===== config.mk =====
export PLATFORM = sky130hd
export DESIGN_NAME = shcu_dp
export DESIGN_NICKNAME = d
export VERILOG_FILES = /design/src/sv/shcu_pkg.sv /design/src/sv/shcu_dp.sv
export VERILOG_INCLUDE_DIRS = /design/src /design/src/sv
export SDC_FILE = /design/constraint.sdc
export NUM_CORES = 2
export LEC_CHECK = 0
export BUFFER_PORTS_ARGS = -buffer_cell sky130_fd_sc_hd__buf_2
export CELL_PAD_IN_SITES_DETAIL_PLACEMENT = 2
export CELL_PAD_IN_SITES_GLOBAL_PLACEMENT = 2
export CORE_MARGIN = 2
export CORE_UTILIZATION = 31
export DETAILED_ROUTE_END_ITERATION = 10
export PLACE_DENSITY = 0.65
export SYNTH_ARGS = -nofsm -noshare
export SYNTH_HDL_FRONTEND = slang
export SYNTH_SLANG_ARGS = --single-unit

===== constraint.sdc =====
create_clock -name clk -period 28 [get_ports clk]
set_input_delay 1.4 -clock clk [delete_from_list [all_inputs] [get_ports clk]]
set_output_delay 1.4 -clock clk [all_outputs]
set_load 0.02 [all_outputs]

===== src/sv/sha256_hex_hash_chain_unit_assert.svh =====
// Assertion macros shared by the hash chain modules.
`ifndef SHA256_HEX_HASH_CHAIN_UNIT_ASSERT_SVH
`define SHA256_HEX_HASH_CHAIN_UNIT_ASSERT_SVH
// Same-cycle implication, checked at every clock edge outside reset.
`define SHCU_ASSERT_IMP(lbl, ante, cons) \
	lbl: assert property (@(posedge clk) disable iff (!arst_n) (ante) |-> (cons)) \
		else $error("hash chain assertion failed");
// Next-cycle implication.
`define SHCU_ASSERT_NEXT(lbl, ante, cons) \
	lbl: assert property (@(posedge clk) disable iff (!arst_n) (ante) |=> (cons)) \
		else $error("hash chain assertion failed");
`endif


===== src/sv/shcu_pkg.sv =====
// Package with the shared types and constants of the hash chain unit.
package shcu_pkg;
	localparam int LEN_W = 7;

	localparam logic OP_APPEND = 1'b0;
	localparam logic OP_HASH   = 1'b1;

	localparam logic [1:0] ST_OK         = 2'd0;
	localparam logic [1:0] ST_SEED_LONG  = 2'd1;
	localparam logic [1:0] ST_CHAIN_FULL = 2'd2;

	localparam logic [31:0] ROUND_K [64] = '{
		32'h428a2f98, 32'h71374491, 32'hb5c0fbcf, 32'he9b5dba5,
		32'h3956c25b, 32'h59f111f1, 32'h923f82a4, 32'hab1c5ed5,
		32'hd807aa98, 32'h12835b01, 32'h243185be, 32'h550c7dc3,
		32'h72be5d74, 32'h80deb1fe, 32'h9bdc06a7, 32'hc19bf174,
		32'he49b69c1, 32'hefbe4786, 32'h0fc19dc6, 32'h240ca1cc,
		32'h2de92c6f, 32'h4a7484aa, 32'h5cb0a9dc, 32'h76f988da,
		32'h983e5152, 32'ha831c66d, 32'hb00327c8, 32'hbf597fc7,
		32'hc6e00bf3, 32'hd5a79147, 32'h06ca6351, 32'h14292967,
		32'h27b70a85, 32'h2e1b2138, 32'h4d2c6dfc, 32'h53380d13,
		32'h650a7354, 32'h766a0abb, 32'h81c2c92e, 32'h92722c85,
		32'ha2bfe8a1, 32'ha81a664b, 32'hc24b8b70, 32'hc76c51a3,
		32'hd192e819, 32'hd6990624, 32'hf40e3585, 32'h106aa070,
		32'h19a4c116, 32'h1e376c08, 32'h2748774c, 32'h34b0bcb5,
		32'h391c0cb3, 32'h4ed8aa4a, 32'h5b9cca4f, 32'h682e6ff3,
		32'h748f82ee, 32'h78a5636f, 32'h84c87814, 32'h8cc70208,
		32'h90befffa, 32'ha4506ceb, 32'hbef9a3f7, 32'hc67178f2
	};

	localparam logic [31:0] INIT_H [8] = '{
		32'h6a09e667, 32'hbb67ae85, 32'h3c6ef372, 32'ha54ff53a,
		32'h510e527f, 32'h9b05688c, 32'h1f83d9ab, 32'h5be0cd19
	};

	typedef struct packed {
		logic       seed_wr;
		logic       hash_start;
		logic       rd_en;
		logic [7:0] rd_pos;
		logic       ld_shift;
		logic       blk_start;
		logic       round_en;
		logic [5:0] round_idx;
		logic       add_h;
		logic       out_load;
		logic [1:0] out_status;
		logic       hex_wr;
		logic [5:0] hex_idx;
	} shcu_cmd_t;

	typedef struct packed {
		logic       overflow;
		logic       chain_full;
		logic [1:0] nblk;
	} shcu_sts_t;
endpackage


===== src/sv/shcu_dp.sv =====
// Datapath: message memory, padding, SHA-256 rounds, hex writeback and result registers.
`include "sha256_hex_hash_chain_unit_assert.svh"
module shcu_dp import shcu_pkg::*; #(
	parameter int MAX_HASHES = 255,
	parameter int SEED_BYTES = 127
) (
	input  logic        clk,
	input  logic        arst_n,
	input  shcu_cmd_t   cmd,
	input  logic [7:0]  seed_byte,
	output shcu_sts_t   sts,
	output logic [63:0] hash_word0,
	output logic [63:0] hash_word1,
	output logic [63:0] hash_word2,
	output logic [63:0] hash_word3,
	output logic [7:0]  hash_index,
	output logic [1:0]  status
);
	localparam int AW = $clog2(SEED_BYTES);

	function automatic logic [31:0] rotr(input logic [31:0] x, input int unsigned n);
		return (x >> n) | (x << (32 - n));
	endfunction

	function automatic logic [7:0] hex_char(input logic [3:0] n);
		if (n < 4'd10) begin
			return 8'h30 + {4'h0, n};
		end
		return 8'h37 + {4'h0, n};
	endfunction

	logic [7:0]       mem_q [SEED_BYTES];
	logic [LEN_W-1:0] len_q;
	logic [7:0]       chain_q;
	logic             ovf_q;
	logic [7:0]       rd_data_q;
	logic [7:0]       pos_s1;
	logic [511:0]     win_q;
	logic [31:0]      h_q [8];
	logic [31:0]      v_q [8];
	logic [63:0]      w0_q, w1_q, w2_q, w3_q;
	logic [7:0]       idx_q;
	logic [1:0]       stat_q;

	logic [LEN_W-1:0] base_len;
	logic             seed_full;
	logic [1:0]       nblk;
	logic [7:0]       pad_byte;
	logic [255:0]     hv, hv_sh;
	logic [3:0]       nib;
	logic [31:0]      wa, wb, wc, wd, s0, s1, wn, t1, t2, ch, mj;

	assign base_len  = (chain_q != 8'd0) ? '0 : len_q;
	assign seed_full = base_len == LEN_W'(SEED_BYTES);
	assign nblk = (len_q <= 7'd55) ? 2'd1 : ((len_q <= 7'd119) ? 2'd2 : 2'd3);
	assign hv = {h_q[0], h_q[1], h_q[2], h_q[3], h_q[4], h_q[5], h_q[6], h_q[7]};
	assign hv_sh = hv << {cmd.hex_idx, 2'b00};
	assign nib = hv_sh[255:252];

	assign sts.overflow   = ovf_q;
	assign sts.chain_full = chain_q == 8'(MAX_HASHES);
	assign sts.nblk       = nblk;

	always_ff @(posedge clk) begin
		if (cmd.seed_wr && !seed_full) begin
			mem_q[AW'(base_len)] <= seed_byte;
		end else if (cmd.hex_wr) begin
			mem_q[AW'(cmd.hex_idx)] <= hex_char(nib);
		end
		if (cmd.rd_en && (cmd.rd_pos < {1'b0, len_q})) begin
			rd_data_q <= mem_q[AW'(cmd.rd_pos)];
		end
		pos_s1 <= cmd.rd_pos;
	end

	always_comb begin
		if (pos_s1 < {1'b0, len_q}) begin
			pad_byte = rd_data_q;
		end else if (pos_s1 == {1'b0, len_q}) begin
			pad_byte = 8'h80;
		end else if (pos_s1[7:6] == nblk - 2'd1 && pos_s1[5:0] == 6'd63) begin
			pad_byte = {len_q[4:0], 3'b000};
		end else if (pos_s1[7:6] == nblk - 2'd1 && pos_s1[5:0] == 6'd62) begin
			pad_byte = {6'b0, len_q[6:5]};
		end else begin
			pad_byte = 8'h00;
		end
	end

	assign wa = win_q[511:480];
	assign wb = win_q[479:448];
	assign wc = win_q[223:192];
	assign wd = win_q[63:32];
	assign s0 = rotr(wb, 7) ^ rotr(wb, 18) ^ (wb >> 3);
	assign s1 = rotr(wd, 17) ^ rotr(wd, 19) ^ (wd >> 10);
	assign wn = wa + s0 + wc + s1;
	assign ch = (v_q[4] & v_q[5]) ^ (~v_q[4] & v_q[6]);
	assign mj = (v_q[0] & v_q[1]) ^ (v_q[0] & v_q[2]) ^ (v_q[1] & v_q[2]);
	assign t1 = v_q[7] + (rotr(v_q[4], 6) ^ rotr(v_q[4], 11) ^ rotr(v_q[4], 25)) + ch
		+ ROUND_K[cmd.round_idx] + wa;
	assign t2 = (rotr(v_q[0], 2) ^ rotr(v_q[0], 13) ^ rotr(v_q[0], 22)) + mj;

	always_ff @(posedge clk) begin
		if (cmd.ld_shift) begin
			win_q <= {win_q[503:0], pad_byte};
		end else if (cmd.round_en) begin
			win_q <= {win_q[479:0], wn};
		end
		for (int i = 0; i < 8; i++) begin
			if (cmd.hash_start) begin
				h_q[i] <= INIT_H[i];
			end else if (cmd.add_h) begin
				h_q[i] <= h_q[i] + v_q[i];
			end
		end
		if (cmd.blk_start) begin
			for (int i = 0; i < 8; i++) begin
				v_q[i] <= h_q[i];
			end
		end else if (cmd.round_en) begin
			v_q[0] <= t1 + t2;
			v_q[1] <= v_q[0];
			v_q[2] <= v_q[1];
			v_q[3] <= v_q[2];
			v_q[4] <= v_q[3] + t1;
			v_q[5] <= v_q[4];
			v_q[6] <= v_q[5];
			v_q[7] <= v_q[6];
		end
		if (cmd.out_load) begin
			stat_q <= cmd.out_status;
			if (cmd.out_status == ST_OK) begin
				w0_q  <= hv[255:192];
				w1_q  <= hv[191:128];
				w2_q  <= hv[127:64];
				w3_q  <= hv[63:0];
				idx_q <= chain_q + 8'd1;
			end else begin
				w0_q  <= '0;
				w1_q  <= '0;
				w2_q  <= '0;
				w3_q  <= '0;
				idx_q <= '0;
			end
		end
	end

	always_ff @(posedge clk or negedge arst_n) begin
		if (!arst_n) begin
			len_q   <= '0;
			chain_q <= '0;
			ovf_q   <= 1'b0;
		end else if (cmd.seed_wr) begin
			chain_q <= '0;
			ovf_q   <= ((chain_q != 8'd0) ? 1'b0 : ovf_q) | seed_full;
			len_q   <= seed_full ? base_len : base_len + 7'd1;
		end else if (cmd.out_load) begin
			if (cmd.out_status == ST_SEED_LONG) begin
				len_q <= '0;
				ovf_q <= 1'b0;
			end else if (cmd.out_status == ST_OK) begin
				chain_q <= chain_q + 8'd1;
				len_q   <= 7'd64;
			end
		end
	end

	assign hash_word0 = w0_q;
	assign hash_word1 = w1_q;
	assign hash_word2 = w2_q;
	assign hash_word3 = w3_q;
	assign hash_index = idx_q;
	assign status     = stat_q;

	`SHCU_ASSERT_IMP(a_len_range, 1'b1, len_q <= LEN_W'(SEED_BYTES))
endmodule


-- Yosys cells after proc, flatten, opt, wreduce, memory -nomap -nowiden
Memory sizes are Yosys's and may differ from the RTL's. A register that Yosys moved wholly into a read port is not among the register bits.
Cells that the tools add are included.
- RAM bits: 1528
- memories: 4
- output and inout bits: 270
- word-level logic and storage cells: 179
- ROM bits: 2048
- flip-flop bits (word level): 802
- $add $sub $neg: 23
- equal/unequal tests: 8
- muxes and demuxes: 65
- bitwise gates (word level): 45
- reduce and logical (&&, ||, !) cells: 16
- order comparisons: 6
- shift-type cells: 1
- memory list (name ; depth ; bits a word ; rd ports ; clocked after memory_dff ; wr ports ; line ; source):
    (no name shown) ; 64 ; 32 ; 1 ; 0 ; 0 ; shcu_dp.sv:100 ; + ROUND_K[cmd.round_idx] + wa;
    mem_q ; 127 ; 8 ; 1 ; 1 ; 1 ; shcu_dp.sv:32 ; logic [7:0] mem_q [SEED_BYTES];
    h_q ; 8 ; 32 ; 8 ; 0 ; 8 ; shcu_dp.sv:39 ; logic [31:0] h_q [8];
    v_q ; 8 ; 32 ; 8 ; 0 ; 8 ; shcu_dp.sv:40 ; logic [31:0] v_q [8];
- operator list (operator ; count):
    512-bit two-way mux ; 2
    32-bit adder ; 18
    32-bit two-way mux ; 18
    32-bit XOR ; 9
    256-bit by 8-bit << shifter with 256-bit output ; 1
    32-bit AND ; 5
    8-bit two-way mux ; 12
    7-bit two-way mux ; 7
    32-bit inverter ; 1
    10-bit by 32-bit OR with 32-bit output ; 1
    13-bit by 32-bit OR with 32-bit output ; 1
    14-bit by 32-bit OR with 32-bit output ; 1
    15-bit by 32-bit OR with 32-bit output ; 1
    19-bit by 32-bit OR with 32-bit output ; 1
    21-bit by 32-bit OR with 32-bit output ; 1
    25-bit by 32-bit OR with 32-bit output ; 1
    26-bit by 32-bit OR with 32-bit output ; 1
    30-bit by 32-bit OR with 32-bit output ; 1
    7-bit by 32-bit OR with 32-bit output ; 1
    32-bit by 22-bit XOR with 32-bit output ; 1
    32-bit by 29-bit XOR with 32-bit output ; 1
    1-bit two-way mux ; 24
    1-bit OR ; 17
    8-bit by 7-bit less-than comparator with 1-bit output ; 2
    26 further kinds ; 36

-- Logic depth before layout (Yosys ltp)
- depth in word-level cells: 11
- mapped depth: 41

-- Worst setup path after synthesis
No wires, ideal clock.
- path type: input to register
- start point: input port cmd[0] (netlist name)
- end point: memory mem_q[0][2] (data pin)
- library setup time: 1189 ps
- arrival time: 9112 ps
- stages: 12
- setup slack: 17699 ps
- cells stage by stage: buf_2 -> buf_2 -> buf_2 -> mux4_2 -> mux4_2 -> mux4_2 -> inv_1 -> ha_1 -> inv_1 -> nor2_1 -> xnor2_1 -> o21ai_0
- longest elaborated chain between the ends: 9
- elaborated cells on any way between the ends: 12
- classes of those cells: add/sub (2); order compare (1); shift (1); mux (8)
- ends and longest elaborated chain (element ; line ; source):
    start: declaration ; shcu_dp.sv:9 ; input shcu_cmd_t cmd,
    256-bit by 8-bit << shifter with 256-bit output (*) ; shcu_dp.sv:57 ; assign hv_sh = hv << {cmd.hex_idx, 2'b00};
    4-bit less-than comparator ; shcu_dp.sv:26 ; if (n < 4'd10) begin
    1-bit two-way mux ; shcu_dp.sv:26 ;
    1-bit two-way mux ; shcu_dp.sv:67 ; end else if (cmd.hex_wr) begin
    1-bit two-way mux ; shcu_dp.sv:65 ; if (cmd.seed_wr && !seed_full) begin
    8-bit two-way mux (*) ; shcu_dp.sv:29 ; return 8'h37 + {4'h0, n};
    8-bit two-way mux (*) ; shcu_dp.sv:67 ;
    8-bit two-way mux (*) ; shcu_dp.sv:65 ;
    8-bit two-way mux (no source line) (*) ; n/a ;
    end: declaration ; shcu_dp.sv:32 ;
Mark *: on every way between the ends. The rest lies on a longest branch, timed or not. The select of a mux whose other input is x is not followed.

==> results.ini <==
[run_status]
status = completed

[yosys]
syn_area_um2 = 121000
synthArstFlopShare_pct = 0.684
yosysMostFrequentCell = edfxtp_1
synth_area_leaders = edfxtp_1, mux4_2, mux2_2
avgSynthCellArea_um2 = 13.7
yosysTopAreaCell = edfxtp_1
yosysWarnings = 0
ys_ff_latch = 2338
synth_ff_type = edfxtp_1
synth_edf_count = 2314
yosys-top-cells-count = edfxtp_1, nand2_1, mux2_2
syn-num-nets = 9521
syn_inst = 8882
synth_sequential_area_ratio_pct = 57.7
yosysTopAreaCellShare_pct = 57.2
synth.distinct_cells = 84

[place]
pre_cts_ws_ps = 17010
io_buffers = 310
placed_cells = 14100
dp_hpwl_um = 322000
place.gp.congestion = 0.921

[clock_network]
cts_tree = done
cts_inserted_buffers = 285
root_buffer = clkbuf_16
post_cts.repair.setup_buffers = 0
cts_buffer_depth = 4
clock_latency_ps = 950
h-tree-depth = 5
clkTransAtPathRegs_ps = 60
cts.sinks = 2338
cts_resized = 0
ctsHoldBuffers = 0

[setup_path]
crit_arrival_ps = 10760
slowest_stage = ha_1
reg2reg_slack_ps = 19390
crit_path_max_fanout = 16
endpoint_kind = flip-flop
cpLargestDelayFamily = adder cells
r2r_start = v_q[1][12]$_DFFE_PP_
r2r_cells = 33
path_buf_inv = 7
required_ps = 28610
crit_top_cell = inv_1
max_stage_delay_ps = 820
worst_setup_path_start_kind = primary input
path_class = primary input to flip-flop
regToRegEndpoint = v_q[0][29]$_DFFE_PP_

[sta]
fin_skew_ps = 84.0
worst_pin_slew_ps = 1350
worst_slack_ps = 17850
layout_min_cycle_time_ps = 10150
rsz0062_at_grt = false
maxSlewViolCount = 0
finalSetupViolCount = 0
slew-limit-headroom_pct = 9.16
max_freq_ghz = 0.0985
setup-tns-final_ps = 0
period_share_pct = 36.2
hold_violations = 0

[run]
drv_cap = 0

[global_routing]
grt.busiest_layer = met2
met1_usage_pct = 29.5
grt_max_degree = 248
use_met3_pct = 2.53
grt_pass1_vias = 83200
grtUsageTotal_pct = 22.0
met2_usage_pct = 37.1
gr-total-overflow = 0
antenna_found_initial = 26
grt_pass1_wl_um = 635000

[die]
start_util_pct = 31.2
coreArea_um2 = 389000
rows = 229
ios = 311
die_w_um = 630
fp.dieArea_um2 = 397000
fp.dieH_um = 630

[routing]
ant_nets = 0
drc = 0
finalWirelength_um = 445000
drt_iter0_drc = 6062
wire_per_inst_um = 30.5
viasPerCell = 5.28
vias = 77000
firstDrtPassIters = 6

[finish]
final_util_pct = 35.4
final_cell_count_no_fill = 14600
area_growth_pct = 13.5
layout-drive-gt1-share_pct = 19.0
final_nets = 9803

[hold_path]
hold_path.class = primary input to asynchronous set/reset pin

[layout by cell type, fill, tap and decap left out, types with 16 or more instances in the layout]
cell / synthesis / routed
nor2b_1: 56 / 54
o21bai_1: 52 / 52
dfrtp_1: 16 / 16
xor2_1: 259 / 259
or3_1: 26 / 26
clkinv_1: 1 / 58
xnor2_1: 326 / 326
o21ai_0: 392 / 391
a21o_1: 194 / 192
nand4_1: 46 / 46
a211oi_1: 42 / 42
a21boi_0: 17 / 17
inv_1: 494 / 493
nand3_1: 103 / 103
ha_1: 403 / 403
bufinv_16: 0 / 21
clkbuf_1: 347 / 55
buf_4: 1 / 99
a31oi_1: 36 / 36
nor2_1: 471 / 469
o31ai_1: 30 / 30
mux2i_1: 51 / 51
o21a_1: 60 / 60
and2_1: 280 / 279
o211ai_1: 35 / 35
a21oi_1: 350 / 350
nor3_1: 69 / 69
buf_2: 24 / 301
mux4_2: 411 / 411
nand2_1: 887 / 885
clkinv_2: 0 / 37
clkbuf_16: 0 / 290
fa_1: 195 / 195
nand2b_1: 82 / 80
and3_1: 17 / 17
mux2_2: 526 / 526
edfxtp_1: 2314 / 2314
[flip-flops by register name, indices dropped and copies added, names as in the netlist, 64 cells and up]
signal	flops
h_q	256
hash_word0	64
hash_word1	64
hash_word2	64
hash_word3	64
mem_q	1016
v_q	256
win_q	512
[how the worst max path moves through the flow]
stage                     cells past startpoint               endpoint  startpoint  slack, ps
after floorplan                              12  mem_q[0][2]$_DFFE_PP_      cmd[0]      17700
after global placement                       38   v_q[0][29]$_DFFE_PP_     cmd[11]      17120
after detailed placement                     38   v_q[0][29]$_DFFE_PP_     cmd[12]      17010
after CTS                                    38   v_q[0][29]$_DFFE_PP_     cmd[12]      17950
after global routing                         38   v_q[0][29]$_DFFE_PP_     cmd[12]      17200
final                                        38   v_q[0][29]$_DFFE_PP_     cmd[12]      17850
[logic make-up (layout without fill, tap and decap cells)]
family	count (synthesis)	in the layout	share of synthesized area [%]
other	0	13	0
and+or+nand+nor	2094	2094	7.87
xor gates and xnor gates	585	585	4.22
buffers and inverters	910	1406	2.84
adders and majority gates	602	602	7.40
DFF	2338	2338	57.7
AOI/OAI and AO/OA	1365	1365	7.04
muxes	988	988	12.9
[final cells by class]
class                      instances  area [um2]
clock buffer                     345        7460
antenna                           13        32.5
tap                             5197        6500
multi-input combinational       5634       48000
inverter                         495        1860
sequential                      2338       70000
timing repair buffer             410        2420
clock inverter                   156        1500
fill                           39600      252000
[per-layer routing]
| layer | routed length, um | vias up |
|---|---|---|
| li1 | - | 33400 |
| met1 | 193000 | 41000 |
| met2 | 216000 | 1987 |
| met3 | 19000 | 583 |
| met4 | 16900 | 4 |
| met5 | 27 | - |
[stage by stage]
step | hold slack, ps | area, um2
global placement | 542 | 129000
global route | 373 | 138000
finish | 405 | 138000
CTS | 336 | 138000
detailed placement | 554 | 129000
floorplan | 520 | 121000
Power is left out: the tool's default activity adds up to more than one toggle a clock period on the data nets, which glitch-free logic cannot reach.
