File: config.mk
export PLATFORM = sky130hd
export DESIGN_NAME = shcu_ctrl
export DESIGN_NICKNAME = d
export VERILOG_FILES = /design/src/sv/shcu_pkg.sv /design/src/sv/shcu_ctrl.sv
export VERILOG_INCLUDE_DIRS = /design/src /design/src/sv
export SDC_FILE = /design/constraint.sdc
export NUM_CORES = 1
export LEC_CHECK = 0
export ABC_AREA = 1
export BUFFER_PORTS_ARGS = -buffer_cell sky130_fd_sc_hd__buf_2
export CAP_MARGIN = 20
export CELL_PAD_IN_SITES_DETAIL_PLACEMENT = 0
export CELL_PAD_IN_SITES_GLOBAL_PLACEMENT = 1
export CORE_ASPECT_RATIO = 1.25
export CORE_MARGIN = 1.5
export CORE_UTILIZATION = 37
export CTS_BUF_LIST = sky130_fd_sc_hd__clkbuf_4 sky130_fd_sc_hd__clkbuf_8
export CTS_CLUSTER_SIZE = 14
export DETAILED_ROUTE_END_ITERATION = 7
export PLACE_DENSITY_LB_ADDON = 0.1
export SLEW_MARGIN = 20
export SYNTH_ARGS = -nofsm -noshare
export SYNTH_HDL_FRONTEND = slang
export SYNTH_SLANG_ARGS = --single-unit
File: constraint.sdc
create_clock -name clk -period 3.3 [get_ports clk]
set_clock_uncertainty 0.1 [all_clocks]
set_input_delay 0.165 -clock clk [delete_from_list [all_inputs] [get_ports clk]]
set_output_delay 0.165 -clock clk [all_outputs]
set_load 0.02 [all_outputs]
File: src/sv/sha256_hex_hash_chain_unit_assert.svh
// Assertion macros shared by the hash chain modules.
`ifndef SHA256_HEX_HASH_CHAIN_UNIT_ASSERT_SVH
`define SHA256_HEX_HASH_CHAIN_UNIT_ASSERT_SVH
// Same-cycle implication, checked at every clock edge outside reset.
`define SHCU_ASSERT_IMP(lbl, ante, cons) \
	lbl: assert property (@(posedge clk) disable iff (!arst_n) (ante) |-> (cons)) \
		else $error("hash chain assertion failed");
// Next-cycle implication.
`define SHCU_ASSERT_NEXT(lbl, ante, cons) \
	lbl: assert property (@(posedge clk) disable iff (!arst_n) (ante) |=> (cons)) \
		else $error("hash chain assertion failed");
`endif

File: src/sv/shcu_pkg.sv
// Package with the shared types and constants of the hash chain unit.
package shcu_pkg;
	localparam int LEN_W = 7;

	localparam logic OP_APPEND = 1'b0;
	localparam logic OP_HASH   = 1'b1;

	localparam logic [1:0] ST_OK         = 2'd0;
	localparam logic [1:0] ST_SEED_LONG  = 2'd1;
	localparam logic [1:0] ST_CHAIN_FULL = 2'd2;

	localparam logic [31:0] ROUND_K [64] = '{
		32'h428a2f98, 32'h71374491, 32'hb5c0fbcf, 32'he9b5dba5,
		32'h3956c25b, 32'h59f111f1, 32'h923f82a4, 32'hab1c5ed5,
		32'hd807aa98, 32'h12835b01, 32'h243185be, 32'h550c7dc3,
		32'h72be5d74, 32'h80deb1fe, 32'h9bdc06a7, 32'hc19bf174,
		32'he49b69c1, 32'hefbe4786, 32'h0fc19dc6, 32'h240ca1cc,
		32'h2de92c6f, 32'h4a7484aa, 32'h5cb0a9dc, 32'h76f988da,
		32'h983e5152, 32'ha831c66d, 32'hb00327c8, 32'hbf597fc7,
		32'hc6e00bf3, 32'hd5a79147, 32'h06ca6351, 32'h14292967,
		32'h27b70a85, 32'h2e1b2138, 32'h4d2c6dfc, 32'h53380d13,
		32'h650a7354, 32'h766a0abb, 32'h81c2c92e, 32'h92722c85,
		32'ha2bfe8a1, 32'ha81a664b, 32'hc24b8b70, 32'hc76c51a3,
		32'hd192e819, 32'hd6990624, 32'hf40e3585, 32'h106aa070,
		32'h19a4c116, 32'h1e376c08, 32'h2748774c, 32'h34b0bcb5,
		32'h391c0cb3, 32'h4ed8aa4a, 32'h5b9cca4f, 32'h682e6ff3,
		32'h748f82ee, 32'h78a5636f, 32'h84c87814, 32'h8cc70208,
		32'h90befffa, 32'ha4506ceb, 32'hbef9a3f7, 32'hc67178f2
	};

	localparam logic [31:0] INIT_H [8] = '{
		32'h6a09e667, 32'hbb67ae85, 32'h3c6ef372, 32'ha54ff53a,
		32'h510e527f, 32'h9b05688c, 32'h1f83d9ab, 32'h5be0cd19
	};

	typedef struct packed {
		logic       seed_wr;
		logic       hash_start;
		logic       rd_en;
		logic [7:0] rd_pos;
		logic       ld_shift;
		logic       blk_start;
		logic       round_en;
		logic [5:0] round_idx;
		logic       add_h;
		logic       out_load;
		logic [1:0] out_status;
		logic       hex_wr;
		logic [5:0] hex_idx;
	} shcu_cmd_t;

	typedef struct packed {
		logic       overflow;
		logic       chain_full;
		logic [1:0] nblk;
	} shcu_sts_t;
endpackage

File: src/sv/shcu_ctrl.sv
// Controller state machine that sequences loading, rounds, result and hex writeback.
`include "sha256_hex_hash_chain_unit_assert.svh"
module shcu_ctrl import shcu_pkg::*; (
	input  logic      clk,
	input  logic      arst_n,
	input  logic      in_valid,
	output logic      in_ready,
	input  logic      operation,
	input  logic [7:0] seed_byte,
	output logic      out_valid,
	input  logic      out_ready,
	output shcu_cmd_t cmd,
	input  shcu_sts_t sts
);
	localparam logic [2:0] S_IDLE   = 3'd0;
	localparam logic [2:0] S_LOAD   = 3'd1;
	localparam logic [2:0] S_ROUND  = 3'd2;
	localparam logic [2:0] S_ADDH   = 3'd3;
	localparam logic [2:0] S_RESULT = 3'd4;
	localparam logic [2:0] S_HEX    = 3'd5;

	logic [2:0] state_q, state_d;
	logic [6:0] cnt_q, cnt_d;
	logic [1:0] blk_q, blk_d;
	logic [1:0] res_q, res_d;
	logic       out_valid_q;
	logic       out_free;

	assign in_ready  = state_q == S_IDLE;
	assign out_free  = !out_valid_q || out_ready;
	assign out_valid = out_valid_q;

	always_comb begin
		cmd     = '0;
		state_d = state_q;
		cnt_d   = cnt_q;
		blk_d   = blk_q;
		res_d   = res_q;
		unique case (state_q)
			S_IDLE: begin
				if (in_valid) begin
					if (operation == OP_APPEND) begin
						cmd.seed_wr = seed_byte != 8'd0;
					end else if (sts.overflow) begin
						res_d   = ST_SEED_LONG;
						state_d = S_RESULT;
					end else if (sts.chain_full) begin
						res_d   = ST_CHAIN_FULL;
						state_d = S_RESULT;
					end else begin
						cmd.hash_start = 1'b1;
						res_d   = ST_OK;
						cnt_d   = '0;
						blk_d   = '0;
						state_d = S_LOAD;
					end
				end
			end
			S_LOAD: begin
				cmd.rd_en    = !cnt_q[6];
				cmd.rd_pos   = {blk_q, cnt_q[5:0]};
				cmd.ld_shift = cnt_q != 7'd0;
				if (cnt_q[6]) begin
					cmd.blk_start = 1'b1;
					cnt_d   = '0;
					state_d = S_ROUND;
				end else begin
					cnt_d = cnt_q + 7'd1;
				end
			end
			S_ROUND: begin
				cmd.round_en  = 1'b1;
				cmd.round_idx = cnt_q[5:0];
				if (cnt_q[5:0] == 6'd63) begin
					state_d = S_ADDH;
				end else begin
					cnt_d = cnt_q + 7'd1;
				end
			end
			S_ADDH: begin
				cmd.add_h = 1'b1;
				if (blk_q + 2'd1 == sts.nblk) begin
					state_d = S_RESULT;
				end else begin
					blk_d   = blk_q + 2'd1;
					cnt_d   = '0;
					state_d = S_LOAD;
				end
			end
			S_RESULT: begin
				if (out_free) begin
					cmd.out_load   = 1'b1;
					cmd.out_status = res_q;
					cnt_d   = '0;
					state_d = (res_q == ST_OK) ? S_HEX : S_IDLE;
				end
			end
			S_HEX: begin
				cmd.hex_wr  = 1'b1;
				cmd.hex_idx = cnt_q[5:0];
				if (cnt_q[5:0] == 6'd63) begin
					state_d = S_IDLE;
				end else begin
					cnt_d = cnt_q + 7'd1;
				end
			end
			default: begin
				state_d = S_IDLE;
			end
		endcase
	end

	always_ff @(posedge clk or negedge arst_n) begin
		if (!arst_n) begin
			state_q     <= S_IDLE;
			cnt_q       <= '0;
			blk_q       <= '0;
			res_q       <= ST_OK;
			out_valid_q <= 1'b0;
		end else begin
			state_q <= state_d;
			cnt_q   <= cnt_d;
			blk_q   <= blk_d;
			res_q   <= res_d;
			if (cmd.out_load) begin
				out_valid_q <= 1'b1;
			end else if (out_ready) begin
				out_valid_q <= 1'b0;
			end
		end
	end

	`SHCU_ASSERT_IMP(a_load_slot, cmd.out_load, !out_valid_q || out_ready)
	`SHCU_ASSERT_NEXT(a_req_busy, in_valid && in_ready && operation == OP_HASH, !in_ready)
	`SHCU_ASSERT_IMP(a_blk_range, state_q == S_LOAD, blk_q < sts.nblk)
endmodule

* Word-level counts from Yosys, hierarchy flattened
Cells that the tools add are included.
Operators by class: add/subtract/negate cells 2, multiply operators 0, div/mod/pow operators 0, order comparisons 0, equal/unequal tests 17, shifts and indexed selects 0, mux-type cells 43, bitwise operators 0, reduce and logical (&&, ||, !) cells 15
Operators by type and width (count):
- 2-to-1 mux 7 bit | 10
- 2-to-1 mux 3 bit | 12
- one-hot mux 7 bit (5 select lines) | 1
- 2-to-1 mux 2 bit | 9
- inequality test 2 bit (second input constant) | 9
- one-hot mux 3 bit (6 select lines) | 1
- AND reduction 6 bit | 2
- 2-to-1 mux 11 bit | 1
- 2-to-1 mux 1 bit | 8
- AND reduction 8 bit | 1
- nonzero test 8 bit | 1
- adder 7 x 1 -> 7 bit (second input constant) | 1
- nonzero test 7 bit | 1
- equality test 3 x 2 -> 1 bit (second input constant) | 2
- equality test 3 bit (second input constant) | 2
- equality test 6 bit (second input constant) | 1
- nonzero test 5 bit | 1
- one-hot mux 2 bit (2 select lines) | 1
- nonzero test 2 bit | 2
- equality test 3 x 1 -> 1 bit (second input constant) | 1
- logical NOT 3 bit | 1
- AND reduction 3 bit | 1
- adder 2 x 1 -> 2 bit (second input constant) | 1
- equality test 2 bit | 1
- 5 further kinds | 6
Word-level totals: register bits after elaboration 15, latch bits 0, memory bits (writable) 0, ROM bits 0, bits of input ports 17, output and inout port bits 33, logic and storage cells 82, memories 0

* Logic depth before layout (Yosys ltp)
Gate-level depths: netlist of the first run.
depth in word-level cells 5, gate-level depth with buffers 11, depth with buffers taken out 11

* Worst setup path before layout of the first run
No wires, ideal clock.
path kind register to output, start register state_q[0], end output port cmd[30] in the netlist's numbering, arrival 1518 ps, slack 1517 ps, stages on the path, launching flop included 7, cells stage by stage dfrtp_1 > buf_2 > nor2_4 > inv_1 > nor2_1 > nand3b_1 > a21oi_1
RTL lines:
- start: declaration | RTL line shcu_ctrl.sv:22 | logic [2:0] state_q, state_d;
- start signal: assignment | RTL line shcu_ctrl.sv:121 | state_q <= state_d;
- end: declaration | RTL line shcu_ctrl.sv:12 | output shcu_cmd_t cmd,

==> results.cfg, run 1 <==
[pwr]
sw_frac_of_total_pct = 54.2
internal-power_mw = 0.607
power_frac_clock_pct = 12.2
seqPwrFrac_pct = 25.6
p_sw_mw = 0.718
pwr-share-comb_pct = 62.3
peakVddDrop_uv = 430
powerDensity_mw_per_mm2 = 796
leakage_nw = 0.968

[global_routing]
grt_pass1_wl_um = 5920
grt_util_all_layers_pct = 18.9
antenna_found_initial = 0
grt_pass1_vias = 1302
grt_start_max_net_pins = 16
overflow = 0

[setup_path]
cp_max_fo = 13
crit_path_start_kind = flip-flop
critical_path_class = reg -> out
cp-end-kind = output pin
arrival_ns = 1.82
rrSetupSlack_ns = 1.45
reg2reg_from = state_q[2]$_DFFE_PN0P_
r2r-end = state_q[0]$_DFFE_PN0P_
r2r_cells = 7
required_ns = 3.03

[placed_design]
portBuffers = 49
gp_congestion = 0.783
dp_hpwl_um = 2900

[yosys]
synth-async-reset-ratio_pct = 100
synth_enable_flop_cells = 0
synthCells = 206
syn_nets = 226
synth_ff_type = dfrtp_1
netlist_area_mm2 = 0.00133
synth_seq_cells = 15
synthDistinctLibCells = 30
yosysWarnings = 0
synth.avg_cell_area_um2 = 6.46
yosysSeqAreaShare_pct = 28.2

[sta]
slew_violations = 0
fin_crit_ns = 2.08
setup_viol = 0
hold_viol_final = 0
fin_crit_sh_pct = 63.0
max_freq_ghz = 0.481
fin_tns_setup_ns = 0
slew-limit-headroom_pct = 66.3
tightest_slew_ns = 0.503
rsz0062_at_grt = no

[clock_tree]
clk_pin_slew_ns = 0.07
cts_tree = done
cts_max_level = 1
cts.path.max_buffers = 2
numCtsBuffers = 3
cts.sinks = 15
cts_setup_buffers = 0
clk_latency_ns = 0.25
cts_root_buffer = clkbuf_8

[final_layout]
antennaDiodeCount = 0
n_fill_cell = 371
drive_gt1_share_pct = 30.4
fin_util_pct = 48.2
final_nets = 278
area_growth_pct = 25.2

[floorplanning]
die_h_um = 70.0
io_pins = 50
dieArea_mm2 = 0.00397
rows = 24
start_util_pct = 38.5
die_w_um = 56.6
core_mm2 = 0.00345

[hold_path]
hp-class = in -> reg
hold_path_end = out_valid$_DFFE_PN0P_
hp-start = out_ready
hold_path_depth = 2

[status]
status = completed

[route]
dr_total_vias = 1438
drc = 0
wl_per_cell_um = 12.2
top_layer_used = met4
met1Wirelength_um = 1450
route.antenna.remaining_nets = 0
drt-pass1-iter-count = 4
routed_wl_um = 3600
wl_met3_um = 117
drt_iter0_markers = 67
routed-wl-met2_um = 2020
via_per_inst = 4.86

[run]
cap_viol_max_count = 0
==> what timing repair did <==
item / 4_1_cts / 5_1_grt
gates resized for setup: 0 / 0
hold endpoints to repair: 15 / 0
hold buffers: 1 / 0
setup endpoints to repair: 0 / 0
==> worst max-delay path by stage <==
| stage | slack [ns] | endpoint | from | cells after the start |
|---|---|---|---|---|
| 2_1_floorplan | 1.52 | cmd[30] | state_q[0]$_DFFE_PN0P_ | 6 |
| 3_3_place_gp | 1.46 | cmd[19] | state_q[2]$_DFFE_PN0P_ | 4 |
| 3_5_place_dp | 1.43 | state_q[2]$_DFFE_PN0P_ | state_q[2]$_DFFE_PN0P_ | 7 |
| 4_1_cts | 1.17 | cmd[19] | state_q[2]$_DFFE_PN0P_ | 4 |
| 5_1_grt | 1.02 | cmd[19] | state_q[2]$_DFFE_PN0P_ | 4 |
| 6_report | 1.22 | cmd[19] | state_q[2]$_DFFE_PN0P_ | 4 |
==> routing by layer <==
layer / global-route usage, % / vias up
met5: 0 / -
met4: 5.56 / 0
met3: 1.67 / 2
met2: 35.4 / 25
met1: 22.1 / 658
li1: - / 753
==> critical path, stage by stage (launching register included) <==
cell and delay (ns):
dfrtp_1 0.50, inv_2 0.17, nand3_1 0.38, a31oi_1 0.31, buf_2 0.20
==> stage by stage <==
stage                     hold WS, ns  instance area [um2]  std cells  setup slack [ns]  power, mW
after floorplan                -0.231                 1330        206              1.52      0.964
after global placement         0.0160                 1610        291              1.46       1.18
after detailed placement      0.00465                 1610        291              1.43       1.17
after CTS                      0.0221                 1670        296              1.17       1.34
after global routing           0.0433                 1670        296              1.02       1.45
final                          0.0203                 1670        296              1.22       1.32
==> cell type report <==
| type | count | area (um2) | share of cell area [%] |
|---|---|---|---|
| clock buffers | 4 | 48.8 | 2.93 |
| repair buffers | 50 | 255 | 15.3 |
| well taps | 39 | 48.8 | 2.93 |
| flip-flops and latches | 15 | 375 | 22.5 |
| multi-input cells | 157 | 821 | 49.3 |
| inverters | 31 | 116 | 6.99 |
==> kinds of logic (layout without fill, tap and decap cells) <==
| group | count (synthesis) | after routing | share of synthesized area (%) |
|---|---|---|---|
| and+or+nand+nor | 141 | 141 | 53.1 |
| buffers and inverters | 34 | 85 | 10.1 |
| DFF | 15 | 15 | 28.2 |
| AOI/OAI and AO/OA | 12 | 12 | 5.17 |
| adders and majority gates | 3 | 3 | 2.82 |
| xor gates and xnor gates | 1 | 1 | 0.659 |
==> placed cells by master, fill, tap and decap left out <==
cell type,n
nand2_1,59
buf_2,49
nor2_1,36
inv_1,23
nand3_1,17
dfrtp_1,15
inv_2,8
nand4_1,6
nand3_4,4
nor2_2,3
nor4_1,3
a21oi_1,3
nand2_2,3
ha_1,3
clkbuf_8,3
nor2_4,2
a31oi_1,2
nand3b_1,2
o21ai_1,2
o21ai_0,2
nand3_2,1
a21boi_1,1
xor2_1,1
nor3_1,1
nand2_4,1
nand3b_4,1
or2_2,1
nor3_2,1
o22ai_1,1
o21a_1,1
clkbuf_4,1
dlygate4sd3_1,1
==> cells in the mapped netlist (3+ instances only) <==
master   count  area, um2
a21oi_1      3       15.0
dfrtp_1     15        375
ha_1         3       37.5
inv_1       23       86.3
inv_2        8       30.0
nand2_1     59        221
nand2_2      3       18.8
nand3_1     17       85.1
nand3_4      4       70.1
nand4_1      6       37.5
nor2_1      36        135
nor2_2       3       18.8
nor4_1       3       18.8
==> sequential cells by signal, indices dropped and copies added (netlist names) <==
signal,flops
blk_q,2
cnt_q,7
out_valid,1
res_q,2
state_q,3
==> power by group through the flow <==
stage,Sequential (mW),Clock [mW],Combinational [mW]
after global placement,0.343,0,0.841
after global routing,0.352,0.173,0.928
after floorplan,0.306,0,0.658
final,0.339,0.161,0.825
after detailed placement,0.344,0,0.830
after CTS,0.340,0.166,0.834
(Power assumes the default switching activity.)
==> run 2, diff against run 1 <==
--- a/config.mk
+++ b/config.mk
@@ -13,7 +13,7 @@
 export CELL_PAD_IN_SITES_GLOBAL_PLACEMENT = 1
 export CORE_ASPECT_RATIO = 1.25
 export CORE_MARGIN = 1.5
-export CORE_UTILIZATION = 37
+export CORE_UTILIZATION = 34
 export CTS_BUF_LIST = sky130_fd_sc_hd__clkbuf_4 sky130_fd_sc_hd__clkbuf_8
 export CTS_CLUSTER_SIZE = 14
 export DETAILED_ROUTE_END_ITERATION = 7
==> constraint.sdc (replaced) <==
create_clock -name clk -period 2.1 [get_ports clk]
set_clock_uncertainty 0.1 [all_clocks]
set_input_delay 0.105 -clock clk [delete_from_list [all_inputs] [get_ports clk]]
set_output_delay 0.105 -clock clk [all_outputs]
set_load 0.02 [all_outputs]
==> run 2 against run 1 <==
  * Count of clock-buffer cells in the layout fell by 1
  * Cell count rose by 1.4%
  * Worst setup slack got worse by 0.88 ns
  * Wire length rose by 0.58%
  * Highest routed layer unchanged
  * Utilization fell by 3.2 points
  * Sequential share of layout area fell by 0.32 points
  * Die area rose by 8.4%
  * First-iteration DRC count fell by 34%
  * Largest cell class unchanged
  * Register-to-register slack got worse by 1.1 ns
==> results.cfg, run 2 (same netlist as run 1, synthesis figures left out) <==
[route]
wl_per_cell_um = 12.1
route.antenna.remaining_nets = 0
dr_total_vias = 1451
drt_iter0_markers = 44
drt-pass1-iter-count = 4
drc = 0
via_per_inst = 4.84
routed_wl_um = 3620

[pwr]
peakVddDrop_uv = 509
powerDensity_mw_per_mm2 = 1240
leakage_nw = 0.981

[final_layout]
area_growth_pct = 27.0
reg_top3 = cnt_q x7, state_q x3
finalInstanceArea_mm2 = 0.00169
final_nets = 281
layout_common_cells = nand2_1, buf_2, nor2_1, inv_1, nand3_1
n_fill_cell = 416
final_cells = 300
drive_gt1_share_pct = 30.8
final_common_cell = nand2_1
antennaDiodeCount = 0
largest_register_ffs = 7
regMostFlops = cnt_q

[global_routing]
grt_pass1_wl_um = 6030
overflow = 0
grt_util_all_layers_pct = 18.3
antenna_found_initial = 0
grt_start_max_net_pins = 16
grt_pass1_vias = 1306

[setup_path]
required_ns = 2.19
r2r-end = cnt_q[6]$_DFFE_PN0P_
slowest_delay_ns = 0.45
reg2reg_from = cnt_q[0]$_DFFE_PN0P_
r2r_cells = 11
rrSetupSlack_ns = 0.34
cp-end-kind = flip-flop
cp_slowest_cell = dfrtp_1
path_cells = ha_1 > nand2_1 > nor2_2 > nand3_2 > inv_2 > ha_1 > inv_1 > nand2_1 > nand2_1 > nand4_1 > nand2_1
critical_path_class = reg -> reg
cp_max_fo = 7
crit_path_start_kind = flip-flop
arrival_ns = 1.86
cp_common_cell = nand2_1

[sta]
max_freq_ghz = 0.567
fin_crit_ns = 1.76
fin_tns_setup_ns = 0
setup_viol = 0
tightest_slew_ns = 0.404
fin_crit_sh_pct = 84.0
rsz0062_at_grt = no
slew-limit-headroom_pct = 73.0
worst_slack_ns = 0.335
slew_violations = 0
hold_viol_final = 0

[floorplanning]
start_util_pct = 35.4
die_h_um = 72.9
die_w_um = 58.9
rows = 25
core_mm2 = 0.00375
io_pins = 50
dieArea_mm2 = 0.00430

[clock_tree]
cts_tree = done
clk_pin_slew_ns = 0.07
ctsResizeCount = 0
clk_latency_ns = 0.25
cts_max_level = 1
cts.sinks = 15
hold_buffers = 2
cts.path.max_buffers = 2
numCtsBuffers = 3
cts_setup_buffers = 0
cts_root_buffer = clkbuf_8

[placed_design]
gp_congestion = 0.833
dp_hpwl_um = 2870
portBuffers = 49
dp_slack_ns = 0.346
placed_area_mm2 = 0.00162
placedCellCount = 294

[run]
cap_viol_max_count = 0

[hold_path]
hp-start = sts[2]
hold_path_end = res_q[1]$_DFFE_PN0P_
hold_path_depth = 3
hp-class = in -> reg

[status]
status = completed
## run 2: changes by cell type in the layout (fill, tap and decap cells not counted), sizes merged
| cell | change |
|---|---|
| buf | +2 |
| clkbuf | -1 |
| clkinv | +1 |
| dlygate4sd3 | +1 |
## run 2: cell type report
| cell class | instances | area, um2 | share of cell area [%] |
|---|---|---|---|
| well taps | 40 | 50.0 | 2.96 |
| flip-flops and latches | 15 | 375 | 22.2 |
| inverters | 31 | 116 | 6.89 |
| repair buffers | 53 | 280 | 16.6 |
| clock buffers | 3 | 41.3 | 2.44 |
| multi-input cells | 157 | 821 | 48.6 |
| clock inverters | 1 | 5.00 | 0.296 |
## run 2: how the worst max path moves through the flow
stage                                       from              endpoint  cells after the start
after detailed placement    cnt_q[0]$_DFFE_PN0P_  cnt_q[6]$_DFFE_PN0P_                     11
after global placement      cnt_q[0]$_DFFE_PN0P_  cnt_q[6]$_DFFE_PN0P_                     11
final                       cnt_q[0]$_DFFE_PN0P_  cnt_q[6]$_DFFE_PN0P_                     11
after CTS                   cnt_q[0]$_DFFE_PN0P_  cnt_q[6]$_DFFE_PN0P_                     11
after floorplan           state_q[0]$_DFFE_PN0P_               cmd[30]                      6
after global routing        cnt_q[0]$_DFFE_PN0P_  cnt_q[6]$_DFFE_PN0P_                     11
## run 2: stage by stage
| step | power, mW | util [%] | hold slack, ns |
|---|---|---|---|
| after floorplan | 1.52 | - | -0.291 |
| after global placement | 1.88 | 43.2 | -0.0556 |
| after detailed placement | 1.87 | 43.2 | -0.0546 |
| after CTS | 2.12 | 45.0 | 0.0364 |
| after global routing | 2.30 | 45.0 | 0.0814 |
| final | 2.09 | 45.0 | 0.0412 |
## run 2: critical path, delay by kind of cell, from the launching register on
family | cells | cell delay, ns
adders and majority gates | 2 | 0.41
and+or+nand+nor | 7 | 0.61
DFF | 1 | 0.45
buffers and inverters | 2 | 0.13
## run 2: layer usage
| layer | track usage (%) | routed length, um | vias to the layer above |
|---|---|---|---|
| li1 | - | - | 764 |
| met1 | 22.2 | 1560 | 647 |
| met2 | 33.3 | 1890 | 38 |
| met3 | 2.48 | 143 | 2 |
| met4 | 4.55 | 34 | 0 |
| met5 | 0 | 0 | - |
## run 2: power breakdown
| part | internal (mW) | total (mW) | switching [mW] |
|---|---|---|---|
| sequential | 0.384 | 0.521 | 0.137 |
| clock | 0.132 | 0.244 | 0.112 |
| combinational | 0.441 | 1.33 | 0.887 |
| total | 0.956 | 2.09 | 1.14 |
